===== src/design/sgaa_ram.sv =====
// ----------------------------------------------------------------------------
// sgaa_ram: generic simple dual-port RAM
// One write port and one read port, read data registered.
// ----------------------------------------------------------------------------
module sgaa_ram #(
  parameter int WIDTH = 8,
  parameter int DEPTH = 16
) (
  input  logic                                     clk,
  input  logic                                     we,
  input  logic [(DEPTH > 1 ? $clog2(DEPTH) : 1)-1:0] waddr,
  input  logic [WIDTH-1:0]                         wdata,
  input  logic [(DEPTH > 1 ? $clog2(DEPTH) : 1)-1:0] raddr,
  output logic [WIDTH-1:0]                         rdata
);

  logic [WIDTH-1:0] mem [DEPTH];
  logic [WIDTH-1:0] rdata_r;

  always_ff @(posedge clk) begin
    if (we) begin
      mem[waddr] <= wdata;
    end
    rdata_r <= mem[raddr];
  end

  assign rdata = rdata_r;

endmodule


===== config.mk =====
export PLATFORM = sky130hd
export DESIGN_NAME = sgaa_ram
export DESIGN_NICKNAME = d
export VERILOG_FILES = /design/src/design/sgaa_ram.sv
export SDC_FILE = /design/constraint.sdc
export NUM_CORES = 1
export LEC_CHECK = 0
export BUFFER_PORTS_ARGS = -buffer_cell sky130_fd_sc_hd__clkbuf_2
export CAP_MARGIN = 30
export CORE_MARGIN = 2
export CORE_UTILIZATION = 30
export DETAILED_ROUTE_END_ITERATION = 7
export GPL_ROUTABILITY_DRIVEN = 0
export GPL_TIMING_DRIVEN = 0
export PLACE_DENSITY = 0.41
export SLEW_MARGIN = 15
export SYNTH_ARGS = -nofsm -noshare
export SYNTH_HDL_FRONTEND = slang
export SYNTH_SLANG_ARGS = --single-unit

===== constraint.sdc =====
create_clock -name clk -period 2.6 [get_ports clk]
set_input_delay 0.78 -clock clk [delete_from_list [all_inputs] [get_ports clk]]
set_output_delay 0.78 -clock clk [all_outputs]
set_load 0.05 [all_outputs]

## Word level (Yosys, flattened, before mapping)

Memory sizes are Yosys's and may differ from the RTL's. A register that Yosys moved wholly into a read port is not among the register bits.
Cells that the tools add are included.

| storage, ports and cells | value |
|---|---|
| register bits | 0 |
| bits in writable memories | 128 |
| output and inout bits | 8 |
| memories | 1 |

| cells by class | value |
|---|---|
| mux-type cells | 2 |

Memory list:

| memory | depth | width | read ports | clocked after memory_dff | write ports | line | text |
|---|---|---|---|---|---|---|---|
| mem | 16 | 8 | 1 | 1 | 1 | 17 | `logic [WIDTH-1:0] mem [DEPTH];` |

Operators with widths:

| cell | count |
|---|---|
| 1-bit two-way mux | 2 |

## Logic depth before layout (Yosys ltp)

| depth | value |
|---|---|
| word-level depth | 2 |
| mapped depth | 5 |
| mapped depth without buffers | 3 |

## Least setup slack after synthesis

Ideal clock, no wire load.

| timing path | value |
|---|---|
| path kind | in2reg |
| start | input port waddr[2] in the netlist's numbering |
| end | memory mem[0][0] (enable) |
| library setup time | 383 ps |
| arrival time | 1890 ps |
| data required time | 2217 ps |
| slack | 327 ps |
| cell stages on the path | 2 |
| cell sequence | or3b_2 nor3_1 |

RTL lines:

| what | line | text |
|---|---|---|
| start, declared | 11 | `input logic [(DEPTH > 1 ? $clog2(DEPTH) : 1)-1:0] waddr,` |
| end, declared | 17 |  |

No word-level cell before the write port.

## Worst setup path in the final report

| timing path | value |
|---|---|
| start | input port waddr[2] in the netlist's numbering |
| end | memory mem[1][6] (enable) |

No word-level cell before the write port.

==> out/results.ini <==
[run_status]
status=complete, no violations

[detailed_routing]
wl_um=11300
dr.pass1.iters=4
first_iter_violations=253
post_drt_wl_per_cell_um=22.2
vias_per_cell=4.70
vias=2384
drc=0
ant_nets=0

[critical_path]
max_stage_delay_ps=720
reg2reg_depth=3
ff2ff_setup_slack_ps=1170
worstPathCellList=clkbuf_2 -> or3b_2 -> nor2_1
reg2reg_to=rdata[4]$_DFF_P_
crit_buf_inv=1
worst_ep_required_time_ps=2630
startpoint=waddr[2]
startpoint_type=input pin
crit_type=in2reg
critical_path.max_fanout=8
reg2reg_from=mem[7][4]$_DFFE_PP_
slowest_stage=nor2_1
crit_family=simple AND/OR/NAND/NOR gates
crit_path_end_kind=flip-flop
crit_arrival_ps=2140

[worst_hold_path]
min_to=rdata[2]$_DFF_P_
hp-start=mem[11][2]$_DFFE_PP_
hold_path.class=reg2reg
worstHoldPathCells=3

[pwr]
p_per_area_nw_per_um2=839
leakagePower_nw=2.05
ir_drop_v=0.000457
power_w=0.00518

[timing]
fin_crit_sh=0.810
rsz0062_at_grt=false
worst_pin_slew_ps=906
hold_viol_final=0
max_freq_mhz=475
fin_skew_ps=6.61
maxSlewHeadroom=0.394
slew_violations=0
setup_slack_ps=493
setup_violations=0
finalCriticalPeriod_ps=2110

[global_routing]
grt_pass1_wl_um=16400
grt_max_degree=17
grt_pass1_vias=2441
antenna_found_initial=0
grt-ovfl-total=0
grt_usage=0.134

[clock_tree]
cts_tree=built
clockBufferDepth=2
post_cts_buffers=0
cts_root_buffer=clkbuf_16
htreeDepth=4
clk_pin_slew_worst_paths_ps=60
clock_latency_ps=410
cts_buffers=17
cts_hold_buf=0
cts_sinks=136
cts_resized=0

[synth]
synth_top_cell_by_area=edfxtp_1
synthTopCellsByArea=edfxtp_1 75%, mux4_2 7.9%, mux4_1 7.1%
synthCells=229
synth_edf_count=128
synth_top_family_by_area=multiplexers
synth-simple-area-share=0.0318
yosys.cell_types.count=19
yosysWarnings=0
yosysSeqAreaShare=0.778
avgSynthCellArea_um2=22.5
synth_xor_area_frac=0
ys_seq_elements=136
yosysTopAreaCellShare=0.747
synthAdderAreaFrac=0
muxShareOfSynthArea=0.150
yosysMostFrequentCell=edfxtp_1
synth_compound_area_frac=0.0233
postSynth.asyncResetShare=0
synth_nets=247
synthTopCellsByCount=128 x edfxtp_1, 18 x mux4_2, 16 x a22oi_1
ys.flop_type=edfxtp_1
syn_area_um2=5150

[job]
maxCapViolations=0

[floorplan]
io_pins=26
die_h_um=135
rows=47
die-area_um2=18200
start_util=0.308
die_w_um=135
fp.coreArea_um2=16700

[finish]
drive_above_1_share=0.296
antenna-diode-count=0
areaGrowthSynthToFinish_pct=19.9
final_util=0.369
finalNetCount=292
fin_cells=507

[placement]
io_buffers=24
place_inst=475
place.detailed.hpwl_um=7200
preCtsSetupSlack_ps=50.1

==> per-layer routing <==
metal | part of all wire | wire [µm] | global-route usage | vias up
met5 | 0 | 0 | 0 | -
met3 | 0.027 | 309 | 0.0375 | 9
met1 | 0.47 | 5290 | 0.182 | 1272
li1 | - | - | - | 1061
met2 | 0.49 | 5490 | 0.206 | 42
met4 | 0.015 | 173 | 0.0556 | 0
==> sequential cells by signal (all words and copies together), names as in the netlist <==
register  flops
rdata         8
mem         128
==> cell type report <==
| type | count | area, µm² |
|---|---|---|
| clock inverter | 12 | 156 |
| clock buffer | 20 | 437 |
| sequential | 136 | 4000 |
| tap | 220 | 275 |
| timing repair buffer | 26 | 135 |
| fill | 1555 | 10500 |
| buffer | 10 | 86.3 |
| multi-input combinational | 83 | 1080 |
==> per-stage QoR <==
stage	hold slack, ps	setup TNS (ps)	cell area [µm²]
after floorplan	629	0	5150
after global placement	669	-4390	5540
after detailed placement	673	0	5580
after CTS	689	0	6170
after global routing	727	0	6170
final	685	0	6170
==> placed cells by master (no fill, tap or decap) <==
cell,n
nand2b_1,2
buf_4,3
mux4_1,14
a22oi_1,16
nor3_2,4
edfxtp_1,128
clkinv_1,3
buf_6,3
nor2b_1,1
bufinv_16,4
mux4_2,18
or3b_2,1
and2b_1,1
clkdlybuf4s25_2,3
nand2_1,9
nand3b_1,2
buf_2,3
clkinv_2,5
clkbuf_2,24
and2_1,1
nor2_1,13
nand3_1,1
clkbuf_1,3
clkbuf_16,17
dfxtp_1,8
==> report_power, final <==
group          internal [W]  switching, W  total, W
clock               0.00158      0.000836   0.00242
sequential          0.00245     0.0000113   0.00246
combinational     0.0000977      0.000195  0.000293
==> worst min-delay path, stage by stage, from the launching register on <==
cell and delay, ps:
edfxtp_1 310, mux4_1 210, a22oi_1 80, nand2_1 60
==> kinds of logic after synthesis <==
| family | after synthesis |
|---|---|
| multiplexers | 32 |
| flip-flops | 136 |
| AO/OA/AOI/OAI | 16 |
| AND/OR/NAND/NOR | 35 |
| buffers and inverters | 10 |
==> worst max path at each step <==
stage	endpoint	cells after the start	slack (ps)
2_1_floorplan	mem[0][0]$_DFFE_PP_	2	330
3_3_place_gp	mem[0][7]$_DFFE_PP_	3	-390
3_5_place_dp	mem[3][7]$_DFFE_PP_	3	50
4_1_cts	mem[3][6]$_DFFE_PP_	3	490
5_1_grt	mem[1][6]$_DFFE_PP_	3	390
6_report	mem[1][6]$_DFFE_PP_	3	490
(Power assumes the default switching activity.)
