## config.mk

```make
export PLATFORM = sky130hd
export DESIGN_NAME = sgaa_cell
export DESIGN_NICKNAME = d
export VERILOG_FILES = /design/src/design/sgaa_pkg.sv /design/src/design/sgaa_cell.sv
export SDC_FILE = /design/constraint.sdc
export NUM_CORES = 1
export LEC_CHECK = 0
export BUFFER_PORTS_ARGS = -buffer_cell sky130_fd_sc_hd__buf_2
export CAP_MARGIN = 20
export CELL_PAD_IN_SITES_DETAIL_PLACEMENT = 0
export CELL_PAD_IN_SITES_GLOBAL_PLACEMENT = 2
export CORE_MARGIN = 2
export CORE_UTILIZATION = 36
export CTS_CLUSTER_SIZE = 28
export DETAILED_ROUTE_END_ITERATION = 10
export PLACE_DENSITY = 0.89
export SYNTH_ARGS = -nofsm -noshare
export SYNTH_HDL_FRONTEND = slang
export SYNTH_SLANG_ARGS = --single-unit
```

## constraint.sdc

```tcl
create_clock -name clk -period 8.95 [get_ports clk]
set_input_delay 0.895 -clock clk [delete_from_list [all_inputs] [get_ports clk]]
set_output_delay 0.895 -clock clk [all_outputs]
set_load 0.02 [all_outputs]
```

## src/design/sgaa_pkg.sv

```systemverilog
// ----------------------------------------------------------------------------
// sgaa_pkg: shared types, codes and helpers for the alignment score block
// Beat payloads, action and register codes, and the 8-bit saturating
// arithmetic used by the cell recurrence.
// ----------------------------------------------------------------------------
package sgaa_pkg;

  localparam logic signed [7:0] SCORE_HI    = 8'sh7F;
  localparam logic signed [7:0] SCORE_LO    = 8'sh80;
  localparam logic signed [7:0] GAP_NEG_INF = 8'sh80;

  localparam logic [1:0] ACT_TABLE = 2'd0;
  localparam logic [1:0] ACT_QUERY = 2'd1;
  localparam logic [1:0] ACT_DB    = 2'd2;

  localparam logic REG_GAP_OPEN   = 1'b0;
  localparam logic REG_GAP_EXTEND = 1'b1;

  localparam logic [6:0] GAP_OPEN_RST   = 7'd10;
  localparam logic [6:0] GAP_EXTEND_RST = 7'd1;

  typedef struct packed {
    logic [1:0]        action;
    logic [4:0]        row_symbol;
    logic [4:0]        col_symbol;
    logic signed [7:0] entry_value;
    logic [4:0]        symbol;
    logic              last;
  } in_t;

  typedef struct packed {
    logic signed [7:0] score;
    logic              saturated;
  } out_t;

  // Travels with one query row through the cell stages.
  typedef struct packed {
    logic valid;
    logic first;
    logic last_row;
  } row_tag_t;

  function automatic logic signed [7:0] clamp8(input logic signed [9:0] d);
    logic signed [7:0] r;
    if (d > 10'sd127) begin
      r = SCORE_HI;
    end else if (d < -10'sd128) begin
      r = SCORE_LO;
    end else begin
      r = d[7:0];
    end
    return r;
  endfunction

  function automatic logic signed [7:0] sub_sat(input logic signed [7:0] a,
                                               input logic [6:0] b);
    logic signed [9:0] d;
    d = {{2{a[7]}}, a} - {3'b000, b};
    return clamp8(d);
  endfunction

  function automatic logic signed [7:0] add_sat(input logic signed [7:0] a,
                                               input logic signed [7:0] b);
    logic signed [9:0] d;
    d = {{2{a[7]}}, a} + {{2{b[7]}}, b};
    return clamp8(d);
  endfunction

  function automatic logic signed [7:0] max8(input logic signed [7:0] a,
                                            input logic signed [7:0] b);
    return (a > b) ? a : b;
  endfunction

endpackage

```

## src/design/sgaa_cell.sv

```systemverilog
// ----------------------------------------------------------------------------
// sgaa_cell: affine-gap cell unit
// Two stages shared by every query row: diagonal plus substitution, then the
// vertical gap recurrence that carries from one row to the next.
// ----------------------------------------------------------------------------
module sgaa_cell #(
  parameter int IW = 10
) (
  input  logic                      clk,
  input  logic                      rst_n,
  input  logic [6:0]                gap_open,
  input  logic [6:0]                gap_extend,
  input  sgaa_pkg::row_tag_t        in_tag,
  input  logic [IW-1:0]             in_idx,
  input  logic signed [7:0]         in_west,
  input  logic signed [7:0]         in_ins,
  input  logic                      in_zero,
  input  logic signed [7:0]         in_subst,
  output sgaa_pkg::row_tag_t        out_tag,
  output logic [IW-1:0]             out_idx,
  output logic signed [7:0]         out_h,
  output logic signed [7:0]         out_ins
);

  logic signed [7:0]  diag_r;
  logic signed [7:0]  diag;
  logic signed [7:0]  subst;
  logic signed [7:0]  hpre;

  sgaa_pkg::row_tag_t s3_tag_r;
  logic [IW-1:0]      s3_idx_r;
  logic signed [7:0]  s3_hpre_r;
  logic signed [7:0]  s3_ins_r;

  logic signed [7:0]  north_r;
  logic signed [7:0]  dprev_r;
  logic signed [7:0]  north;
  logic signed [7:0]  dprev;
  logic signed [7:0]  del;
  logic signed [7:0]  h;

  // Diagonal term and horizontal gap do not depend on the row above.
  always_comb begin
    diag  = in_tag.first ? 8'sd0 : diag_r;
    subst = in_zero ? 8'sd0 : in_subst;
    hpre  = sgaa_pkg::max8(sgaa_pkg::add_sat(diag, subst), in_ins);
  end

  always_ff @(posedge clk) begin
    if (in_tag.valid) begin
      diag_r <= in_west;
    end
    s3_idx_r  <= in_idx;
    s3_hpre_r <= hpre;
    s3_ins_r  <= in_ins;
  end

  always_ff @(posedge clk) begin
    if (!rst_n) begin
      s3_tag_r <= '0;
    end else begin
      s3_tag_r <= in_tag;
    end
  end

  // Vertical gap: carried from the row just finished.
  always_comb begin
    north = s3_tag_r.first ? 8'sd0 : north_r;
    dprev = s3_tag_r.first ? sgaa_pkg::GAP_NEG_INF : dprev_r;
    del   = sgaa_pkg::max8(sgaa_pkg::sub_sat(north, gap_open),
                           sgaa_pkg::sub_sat(dprev, gap_extend));
    h     = sgaa_pkg::max8(s3_hpre_r, del);
  end

  always_ff @(posedge clk) begin
    if (s3_tag_r.valid) begin
      north_r <= h;
      dprev_r <= del;
    end
  end

  assign out_tag = s3_tag_r;
  assign out_idx = s3_idx_r;
  assign out_h   = h;
  assign out_ins = s3_ins_r;

endmodule
```

**Word level (Yosys, flattened, before mapping)**

Index checks and enable logic that the tools add are counted.

- Logic and storage cells: 34
- Bits of input ports: 54
- Output and inout port bits: 29
- Register bits: 53

- Magnitude comparators: 9
- Add/subtract/negate cells: 3
- Multiplexer cells: 13

Operators with widths:

| cell | number |
|---|---|
| $mux 8 | 13 |
| $gt 9x8->1 const B | 3 |
| $lt 9x8->1 const B | 3 |
| $gt 8x8->1 | 3 |
| $sub 8x8->9 | 2 |
| $add 8x8->9 | 1 |

**Logic depth before layout (Yosys ltp)**

Gate-level depths: netlist (run 1).

- Depth after elaboration: 9
- Mapped depth: 26

**Worst setup path before layout (run 1)**

Ideal clock, no wire load.

- Path kind: register to output
- From: register s3_tag_r, in the netlist out_tag[1]
- To: output port out_h[0]
- Stages on the path, launching flop included: 27
- Setup slack: 2155 ps
- Data arrival time: 5900 ps
- Path buffers: 2
- Cell sequence: dfxtp_1 -> clkbuf_1 -> nand2b_1 -> ha_1 -> inv_1 -> fa_1 -> nand3_1 -> a21o_1 -> a221oi_1 -> or2_2 -> a2bb2oi_1 -> inv_1 -> ha_1 -> and3_1 -> a32o_1 -> mux2_2 -> a31o_2 -> buf_2 -> a211o_1 -> and2_1 -> ha_1 -> nand2_1 -> nand3_1 -> a31o_2 -> a31oi_1 -> nand2_1 -> o221ai_1

- Word-level cells in the longest chain between the ends: 9
- Elaborated cells between the ends (all ways): 16

RTL lines:

| what | line | RTL |
|---|---|---|
| from (decl) | sgaa_cell.sv:30 | `sgaa_pkg::row_tag_t s3_tag_r;` |
| from (signal assigned) | sgaa_cell.sv:62 | `s3_tag_r <= in_tag;` |
| $mux 8 (on tied branches) | sgaa_cell.sv:68, sgaa_cell.sv:69 |  |
| $sub 8x8->9 | sgaa_pkg.sv:58 | `d = {{2{a[7]}}, a} - {3'b000, b};` |
| $lt 9x8->1 | sgaa_pkg.sv:47 | `end else if (d < -10'sd128) begin` |
| $mux 8 | sgaa_pkg.sv:47 |  |
| $mux 8 | sgaa_pkg.sv:45 | `if (d > 10'sd127) begin` |
| $gt 8x8->1 | sgaa_pkg.sv:71 | `return (a > b) ? a : b;` |
| $mux 8 * | sgaa_pkg.sv:71 |  |
| $gt 8x8->1 | sgaa_pkg.sv:71 |  |
| $mux 8 * | sgaa_pkg.sv:71 |  |
| to (decl) | sgaa_cell.sv:21 | `output logic signed [7:0] out_h,` |

Mark *: on every way between the ends. The rest lies on a longest branch, timed or not.

**Final worst setup path (run 1)**

- From: register s3_tag_r, in the netlist out_tag[1]
- To: output port out_h[1]

- Word-level cells in the longest chain between the ends: 9
- Elaborated cells between the ends (all ways): 16

RTL lines:

| what | line | RTL |
|---|---|---|
| $mux 8 (on tied branches) | sgaa_cell.sv:68, sgaa_cell.sv:69 |  |
| $sub 8x8->9 | sgaa_pkg.sv:58 |  |
| $lt 9x8->1 | sgaa_pkg.sv:47 |  |
| $mux 8 | sgaa_pkg.sv:47 |  |
| $mux 8 | sgaa_pkg.sv:45 |  |
| $gt 8x8->1 | sgaa_pkg.sv:71 |  |
| $mux 8 * | sgaa_pkg.sv:71 |  |
| net del[5] | sgaa_cell.sv:39 | `logic signed [7:0] del;` |
| $gt 8x8->1 * | sgaa_pkg.sv:71 |  |
| $mux 8 * | sgaa_pkg.sv:71 |  |

Mark *: on every way through the listed nets, which the timed path passes. The rest lies on a longest branch.

==> results.ini, run 1 <==
[floorplan]
boundaryPins = 83
std_cell_rows = 38
die_y_um = 108.6
fp.dieW_um = 108.6
die-area_um2 = 11790
start_util = 0.3663
core_um2 = 10750

[global_route]
grtUsageTotal = 0.1593
gr-total-overflow = 0
antenna_found_initial = 0
grt_start_max_net_pins = 20
grt_pass1_wl_um = 14840
grt_pass1_vias = 3120

[sta]
hold_viol_final = 0
fin_setup_tns_ns = 0
grt_setup_unrepaired = false
slew_headroom = 0.4655
worst_pin_slew_ns = 0.8006
fin_worst_skew_ns = 0.009699
period_share = 0.8662
setup_viol = 0
fmax_mhz = 129.0
drv_slew = 0
finalCriticalPeriod_ns = 7.752

[cells_and_area]
drive_gt1_frac = 0.2285
nets = 603
syn2layout_area_growth_pct = 15.99
n_fill_cell = 1089
n_antenna_cell = 0
stdcell_count = 639
mostFrequentLayoutCell = buf_2
final_cell_mix = buf_2 (82), ha_1 (48), inv_1 (39), nor2b_1 (30), dfxtp_1 (29)

[placement]
port_buffers = 82
place.gp.congestion = 0.8702
place_hpwl_um = 7612
placed_cells = 631

[detailed_routing]
drt-total-wl_um = 9099
wl_per_cell_um = 14.24
dr_total_vias = 3287
drtPass1Iterations = 4
post-route-drc-count = 0
viasPerCell = 5.144
drtIter0Drc = 135
antenna_left = 0

[clocking]
clock-root-buffer = clkbuf_8
tritoncts = built
cts_buffers = 5
clk_path_buf_depth = 2
clk_pin_slew_ns = 0.09
clock_latency_ns = 0.31
post_cts_buffers = 0
htreeDepth = 2
clock-sinks = 53
cts_resized = 0
holdBufCountCts = 0

[synthesis]
synth_edf_count = 24
syn_nets = 521
syn_area_per_cell_um2 = 9.462
yosys_warnings = 0
syn_area_um2 = 3936
ys_async_sr_fraction = 0
ys_types = 62
synth-seq-cells = 53
synthFlopType = dfxtp_1
ys_seq_area_frac = 0.3306
syn_inst = 416

[setup_path]
crit_path_end_kind = output pin
criticalPathCategory = flop to output pin
arrival_ns = 6.86
cp_data_required_time_ns = 8.06
cp_max_fo = 19
start_kind = flop

[outcome]
status = complete, no violations

[run]
max_cap_viol_count = 0

[min_path]
hold_class = flop to flop

## stage by stage
step	cell area (um^2)	utilization	hold slack [ns]	setup slack (ns)
floorplan	3936	-	0.6527	2.155
global placement	4481	0.4170	0.6130	1.503
detailed placement	4481	0.4170	0.6101	1.463
CTS	4566	0.4249	0.6390	1.139
global route	4566	0.4249	0.6670	0.5691
finish	4566	0.4249	0.6150	1.198
## path summary, 6_finish.rpt
check                           slack [ns]    startpoint  depth (start not counted)         end
worst max-delay path                  1.20    out_tag[1]                         26    out_h[1]
worst min-delay path                  0.61  s3_hpre_r[0]                          2  north_r[0]
worst max register to register        2.37    out_tag[1]                         25  north_r[2]
worst min register to register        0.61  s3_hpre_r[0]                          2  north_r[0]
## metal layers
layer	share of wire	wire (um)	track usage
met4	0.019	174	0.04304
met2	0.47	4260	0.2665
met1	0.47	4270	0.2105
met3	0.043	393	0.02954
met5	0	0	0
## critical path: stages (launching register included)
cell,delay [ns]
dfxtp_1,0.74
nand2b_1,0.20
ha_1,0.17
inv_1,0.06
fa_1,0.41
nand3_1,0.15
a21o_1,0.15
a221oi_1,0.11
or2_2,0.31
a2bb2oi_1,0.36
inv_1,0.09
ha_1,0.31
and3_1,0.17
a32o_1,0.24
mux2_2,0.27
a31oi_1,0.17
buf_4,0.22
mux2i_1,0.44
inv_1,0.09
ha_1,0.21
nor2_1,0.09
nand3_1,0.08
a31o_2,0.23
a31oi_1,0.54
nand2_1,0.22
o221ai_1,0.30
buf_2,0.23
## layout make-up
cell class	instances	area, um^2	area share
clock buffer	6	72.57	0.01589
clock inverter	2	12.51	0.002740
inverter	39	146.4	0.03206
multi-input combinational	316	2440	0.5344
sequential	53	1301	0.2850
tap	140	175.2	0.03837
timing repair buffer	83	417.9	0.09153
## cell usage after synthesis (3+ instances only)
library cell / count / area (um^2)
nand2_1: 14 / 52.55
dfxtp_1: 29 / 580.6
a211oi_1: 5 / 37.54
a31o_2: 3 / 26.28
nand2b_1: 6 / 37.54
and2b_1: 4 / 30.03
nand4_1: 3 / 18.77
fa_1: 3 / 60.06
ha_1: 48 / 600.6
o21a_1: 9 / 67.56
buf_2: 3 / 15.01
nor2_1: 20 / 75.07
a21oi_1: 22 / 110.1
o211ai_1: 3 / 22.52
mux2i_1: 7 / 70.07
and3_1: 3 / 18.77
xnor2_1: 9 / 78.83
nor3_1: 3 / 15.01
and2_1: 6 / 37.54
inv_1: 39 / 146.4
nor2b_1: 30 / 187.7
a21o_1: 13 / 97.59
o21ai_1: 3 / 15.01
o221ai_1: 3 / 26.28
mux2_2: 12 / 135.1
or3_1: 6 / 37.54
nand3_1: 11 / 55.05
o21ai_0: 22 / 110.1
edfxtp_1: 24 / 720.7
a31oi_1: 8 / 50.05
## sequential cells by signal (all words and copies together), names as in the netlist
register   count
s3_hpre_r      8
dprev_r        8
out_ins        8
out_idx       10
diag_r         8
north_r        8
out_tag        3
## logic make-up (layout without fill, tap and decap cells)
logic type / Yosys count / in the layout / synth area share
AOI/OAI and AO/OA: 117 / 117 / 0.2073
xor gates and xnor gates: 11 / 11 / 0.02448
adders and majority gates: 51 / 51 / 0.1678
buffers and inverters: 47 / 130 / 0.04958
DFF: 53 / 53 / 0.3306
muxes: 19 / 19 / 0.05213
and+or+nand+nor: 118 / 118 / 0.1681
Power of run 1 is not shown: default switching activity piles up to over one toggle a cycle in this logic, so the estimate is an artifact.
==> run 2: changes to the inputs <==
Settings changed: CORE_UTILIZATION 36 to 34, PLACE_DENSITY 0.89 to 0.85.
Clock period 8.95 ns to 8.5 ns, I/O delays scaled along.
==> results.ini, run 2 (synthesis results as in run 1) <==
[outcome]
status = complete, no violations

[setup_path]
cp_data_required_time_ns = 7.65
critPathBufInv = 5
criticalPathCategory = flop to output pin
start_kind = flop
crit_family = compound AO/OA/AOI/OAI gates
crit_slowest_cell = dfxtp_1
cp_max_fo = 19
crit_path_end_kind = output pin
cpPeakStageDelay_ns = 0.74
arrival_ns = 6.84

[clocking]
clock-root-buffer = clkbuf_16
clk_pin_slew_ns = 0.07
clock-sinks = 53
post_cts_buffers = 0
clock_latency_ns = 0.29
holdBufCountCts = 0
cts_buffers = 5
tritoncts = built
cts_resized = 0
htreeDepth = 2
clk_path_buf_depth = 2

[detailed_routing]
post-route-drc-count = 0
dr_total_vias = 3324
viasPerCell = 5.178
drt-total-wl_um = 9474
wl_per_cell_um = 14.76
drtPass1Iterations = 4
drtIter0Drc = 153
wl_met3_um = 427
wl_met1_um = 4265
wl_met2_um = 4666
antenna_left = 0
routed.top_layer = met4

[sta]
period_share = 0.9042
fin_setup_tns_ns = 0
grt_setup_unrepaired = false
worst_pin_slew_ns = 0.8023
setup_viol = 0
drv_slew = 0
fin_worst_skew_ns = 0.007291
fmax_mhz = 130.1
hold_viol_final = 0
slew_headroom = 0.4651
finalCriticalPeriod_ns = 7.686

[placement]
port_buffers = 82
place.gp.congestion = 0.8237
place_hpwl_um = 7860

[floorplan]
die_y_um = 111.6
die-area_um2 = 12450
fp.dieW_um = 111.6
boundaryPins = 83
std_cell_rows = 39
start_util = 0.3462
core_um2 = 11370

[cells_and_area]
syn2layout_area_growth_pct = 17.51
final_cell_mix = buf_2 (82), ha_1 (48), inv_1 (39), nor2b_1 (30), dfxtp_1 (29)
largest_reg_flops = 10
multiInputGateArea_um2 = 2440
seq_area_um2 = 1301
drive_gt1_frac = 0.2285
mostFrequentLayoutCell = buf_2
n_antenna_cell = 0
nets = 603
n_fill_cell = 1154

[min_path]
hold_class = flop to flop

[global_route]
antenna_found_initial = 0
grt_pass1_vias = 3291
grtUsageTotal = 0.1539
grt_pass1_wl_um = 15700
gr-total-overflow = 0
grt_start_max_net_pins = 20

[run]
max_cap_viol_count = 0

## run 2: cell counts in the layout (fill, tap and decap cells not counted)
No cell type changed its count.
## run 2: cell type report
class                      instances  area share
clock buffer                       6     0.02786
clock inverter                     2    0.002705
inverter                          39     0.03165
multi-input combinational        316      0.5275
sequential                        53      0.2813
tap                              143     0.03868
timing repair buffer              83     0.09034
## run 2: per-layer routing
metal  track usage  vias up
li1              -     1688
met1        0.2021     1544
met2        0.2687       81
met3       0.02613       11
met4       0.02963        0
met5             0        -
## run 2: worst paths after layout
check | end | cells past startpoint | from | slack [ns]
worst max-delay path | out_h[6] | 26 | out_tag[1] | 0.81
worst min-delay path | north_r[0] | 2 | s3_hpre_r[0] | 0.62
worst max register to register | north_r[2] | 25 | out_tag[1] | 1.95
worst min register to register | north_r[0] | 2 | s3_hpre_r[0] | 0.62
## run 2: metrics by stage
| step | cell area [um^2] | worst slack [ns] | hold WS (ns) | utilization | instances |
|---|---|---|---|---|---|
| 6_report | 4626 | 0.8141 | 0.6170 | 0.4068 | 642 |
| 5_1_grt | 4626 | 0.2529 | 0.6444 | 0.4068 | 642 |
| 4_1_cts | 4626 | 0.8299 | 0.6154 | 0.4068 | 642 |
| 3_5_place_dp | 4484 | 1.132 | 0.6009 | 0.3944 | 634 |
| 3_3_place_gp | 4484 | 1.136 | 0.6019 | 0.3944 | 634 |
| 2_1_floorplan | 3936 | 1.750 | 0.6527 | - | 416 |
## run 2: worst min-delay path, cell delays in order (launching register included)
cell,delay [ns]
dfxtp_1,0.34
nand2_1,0.05
o221ai_1,0.10
Power of run 2 is left out for the same reason.
